==> src/rtl/core/tsdf_delay.sv <==
// Enabled shift line that keeps side data aligned with the pipelined units.
module tsdf_delay #(
    parameter int W     = 8,
    parameter int DEPTH = 4
) (
    input  logic         i_clk,
    input  logic         i_en,
    input  logic [W-1:0] i_d,
    output logic [W-1:0] o_q
);

    logic [W-1:0] r_pipe [DEPTH];

    always_ff @(posedge i_clk) begin
        if (i_en) begin
            r_pipe[0] <= i_d;
            for (int s = 1; s < DEPTH; s++) begin
                r_pipe[s] <= r_pipe[s-1];
            end
        end
    end

    assign o_q = r_pipe[DEPTH-1];

endmodule

==> config.mk <==
export PLATFORM = sky130hd
export DESIGN_NAME = tsdf_delay
export DESIGN_NICKNAME = d
export VERILOG_FILES = /design/src/rtl/core/tsdf_delay.sv
export SDC_FILE = /design/constraint.sdc
export NUM_CORES = 1
export LEC_CHECK = 0
export ABC_AREA = 1
export BUFFER_PORTS_ARGS = -buffer_cell sky130_fd_sc_hd__buf_4
export CORE_UTILIZATION = 40
export CTS_BUF_LIST = sky130_fd_sc_hd__clkbuf_16
export DETAILED_ROUTE_END_ITERATION = 10
export PLACE_DENSITY_LB_ADDON = 0.08
export SLEW_MARGIN = 20
export SYNTH_ARGS = -nofsm -noshare
export SYNTH_HDL_FRONTEND = slang
export SYNTH_SLANG_ARGS = --single-unit
==> constraint.sdc <==
create_clock -name i_clk -period 1.5 [get_ports i_clk]
set_clock_uncertainty 0.15 [all_clocks]
set_input_delay 0.3 -clock i_clk [delete_from_list [all_inputs] [get_ports i_clk]]
set_output_delay 0.3 -clock i_clk [all_outputs]
set_load 0.005 [all_outputs]
After elaboration in Yosys (flattened, before gate mapping)
Memory sizes are Yosys's and may differ from the RTL's.
Cells that the tools add are included.

cells by class
  muxes and demuxes = 2

operator list
  cell              count
  1-bit 2-to-1 mux  2

word-level totals
  bits in writable memories = 32
  memories kept = 1
  output and inout port bits = 8
  bits in registers = 0
  word-level logic and storage cells = 3

memories
  memory  depth  width  rd ports  clocked after Yosys merged registers in  write ports  RTL line  source
  r_pipe  4      8      4         0                                        4            12        logic [W-1:0] r_pipe [DEPTH];

Logic depth before layout (Yosys ltp)
  word-level depth = 2
  depth in mapped cells = 0
  depth with buffers taken out = 0

Least setup slack after synthesis
No wires, ideal clock.

  path kind = register to output
  from = mem r_pipe[3][0]
  to = out o_q[0]
  data required time = 1.050 ns
  stages on the path, launching flop included = 1
  path buffers = 0
  arrival = 0.355 ns
  path slack = 0.695 ns
  cell sequence = edfxtp_1

RTL lines
  element          RTL line  source
  start, declared  12
  end, declared    9         output logic [W-1:0] o_q

==> reports/metrics.yaml <==
logic_synthesis:
  synthAdderAreaFrac: 0
  yosys.area_share.simple: 0
  ys_seq_elements: 32
  synth_mux_area_frac: 0
  synth_cell_type_count: 1
  synthXorXnorAreaFrac: 0
  netlist_area_um2: 961
  syn_area_per_cell_um2: 30.0
  synth_cells: 32
  synth_compound_area_frac: 0
  yosysSeqAreaShare: 1.00
  synth_warnings: 0
  synthesis.nets: 42
clocking:
  cts_buffers: 5
  clk_latency_ps: 270
  cts_buffer_depth: 2
  clk_pin_slew_ps: 50
  htreeDepth: 2
  clockRootBuffer: "clkbuf_16"
  cts_tree: "built"
  cts_setup_buffers: 0
  cts_hold_buffers: 0
  cts-resized-gates: 0
  clock_sinks: 32
die:
  rows: 17
  die_h_um: 51.0
  io_pins: 18
  coreArea_mm2: 0.00223
  start_util: 0.430
  die-width_um: 51.0
  dieArea_mm2: 0.00260
finish:
  mostFrequentLayoutCells: "edfxtp_1, buf_4, clkbuf_16"
  layout-drive-gt1-share: 0.421
  top_register: "r_pipe"
  reg.largest.list: "r_pipe (32)"
  nMultiInputCombCells: 0
  diodes: 0
  largest_reg_flops: 32
  syn_to_final_growth_pct: 31.4
  final_cells: 85
  n_fill_cell: 164
  fin_nets: 66
  multi_input_area_um2: 0
  final_common_cell: "edfxtp_1"
worst_setup_path:
  cp_max_fo: 1
  crit_start: "r_pipe[3][1]"
  endpoint_kind: "primary output"
  crit_type: "flop to primary output"
  path_delay_family: "flip-flops"
  crit_required_ps: 1050
  crit_slowest_cell: "edfxtp_1"
  cp.arrival_ps: 780
  crit_cells: 1
  path_cells: "buf_4"
  max_stage_delay_ps: 370
  start_kind: "flop"
  worstRegToRegCells: 0
  rr_startpoint: "r_pipe[1][3]"
  path_buf_inv: 1
global_routing:
  grt_max_degree: 33
  grt.overflow.total: 0
  grt_first_pass_wirelength_um: 1550
  antenna_found_initial: 0
  grt_pass1_vias: 383
  gr-usage-all-layers: 0.0978
sta:
  worst_pin_slew_ps: 368
  rsz0062_at_grt: "no"
  slew_headroom: 0.755
  setup_viol: 0
  hold_viol: 0
  fin_setup_tns_ps: 0
  fmax_mhz: 813
  timing.final.crit_share: 0.820
  fin_crit_ps: 1230
  slew_violations: 0
  setup_ws_ps: 270
hold_path:
  min_path_type: "input pin to flop"
  holdPathStages: 1
  hp-start: "i_d[2]"
drt:
  first_pass_iters: 4
  drcViolationCount: 0
  wl_per_cell_um: 11.6
  postRouteAntennaNets: 0
  viasPerCell: 4.42
  drtIter0Drc: 11
  wl_um: 988
  vias: 376
outcome:
  outcome: "finished, final reports clean"
run:
  maxCapViolCount: 0
power_and_ir_drop:
  power_mw: 2.04
  p_per_area_mw_per_mm2: 1610
  leakage_nw: 0.466
  worst_ir_drop_vdd_v: 0.00111
placed_design:
  dp_slack_ps: 359
  dp_cells: 77
  port_buffers: 17
  globalplace.congestion: 0.592
-- power by group --
group / internal (mW) / total, mW / switching [mW]
clock: 0.599 / 0.916 / 0.317
combinational: 0.0281 / 0.0503 / 0.0222
sequential: 1.06 / 1.07 / 0.0142
-- area by class of cell --
cell class / instances / area, um2 / share of cell area
Clock inverter: 3 / 13.8 / 0.0109
Clock buffer: 5 / 125 / 0.0991
Tap cell: 28 / 35.0 / 0.0278
Timing Repair Buffer: 17 / 128 / 0.101
Sequential cell: 32 / 961 / 0.761
-- cells in the mapped netlist --
| master | number | area (um2) |
|---|---|---|
| edfxtp_1 | 32 | 961 |
-- stage by stage --
stage	util	hold slack (ps)	area (um2)
final	0.565	55.5	1260
after global routing	0.565	46.5	1260
after CTS	0.565	49.5	1260
after detailed placement	0.503	255	1120
after global placement	0.503	251	1120
after floorplan	-	249	961
-- final timing paths --
check | endpoint | slack [ps]
setup / recovery | o_q[1] | 270
hold / removal | r_pipe[0][2] | 60
setup reg to reg | r_pipe[2][3] | 720
hold reg to reg | r_pipe[1][5] | 260
-- cell families (layout without fill, tap and decap cells) --
group                  count (synthesis)  count (layout)
DFF                                   32              32
buffers and inverters                  0              25
-- layer usage --
| layer | vias up | GRT usage | wire length, um |
|---|---|---|---|
| li1 | 176 | - | - |
| met1 | 169 | 0.0868 | 369 |
| met2 | 26 | 0.138 | 466 |
| met3 | 5 | 0.0536 | 109 |
| met4 | 0 | 0.125 | 42 |
| met5 | - | 0 | 0 |
No activity file was read; power rests on OpenSTA's default activity.
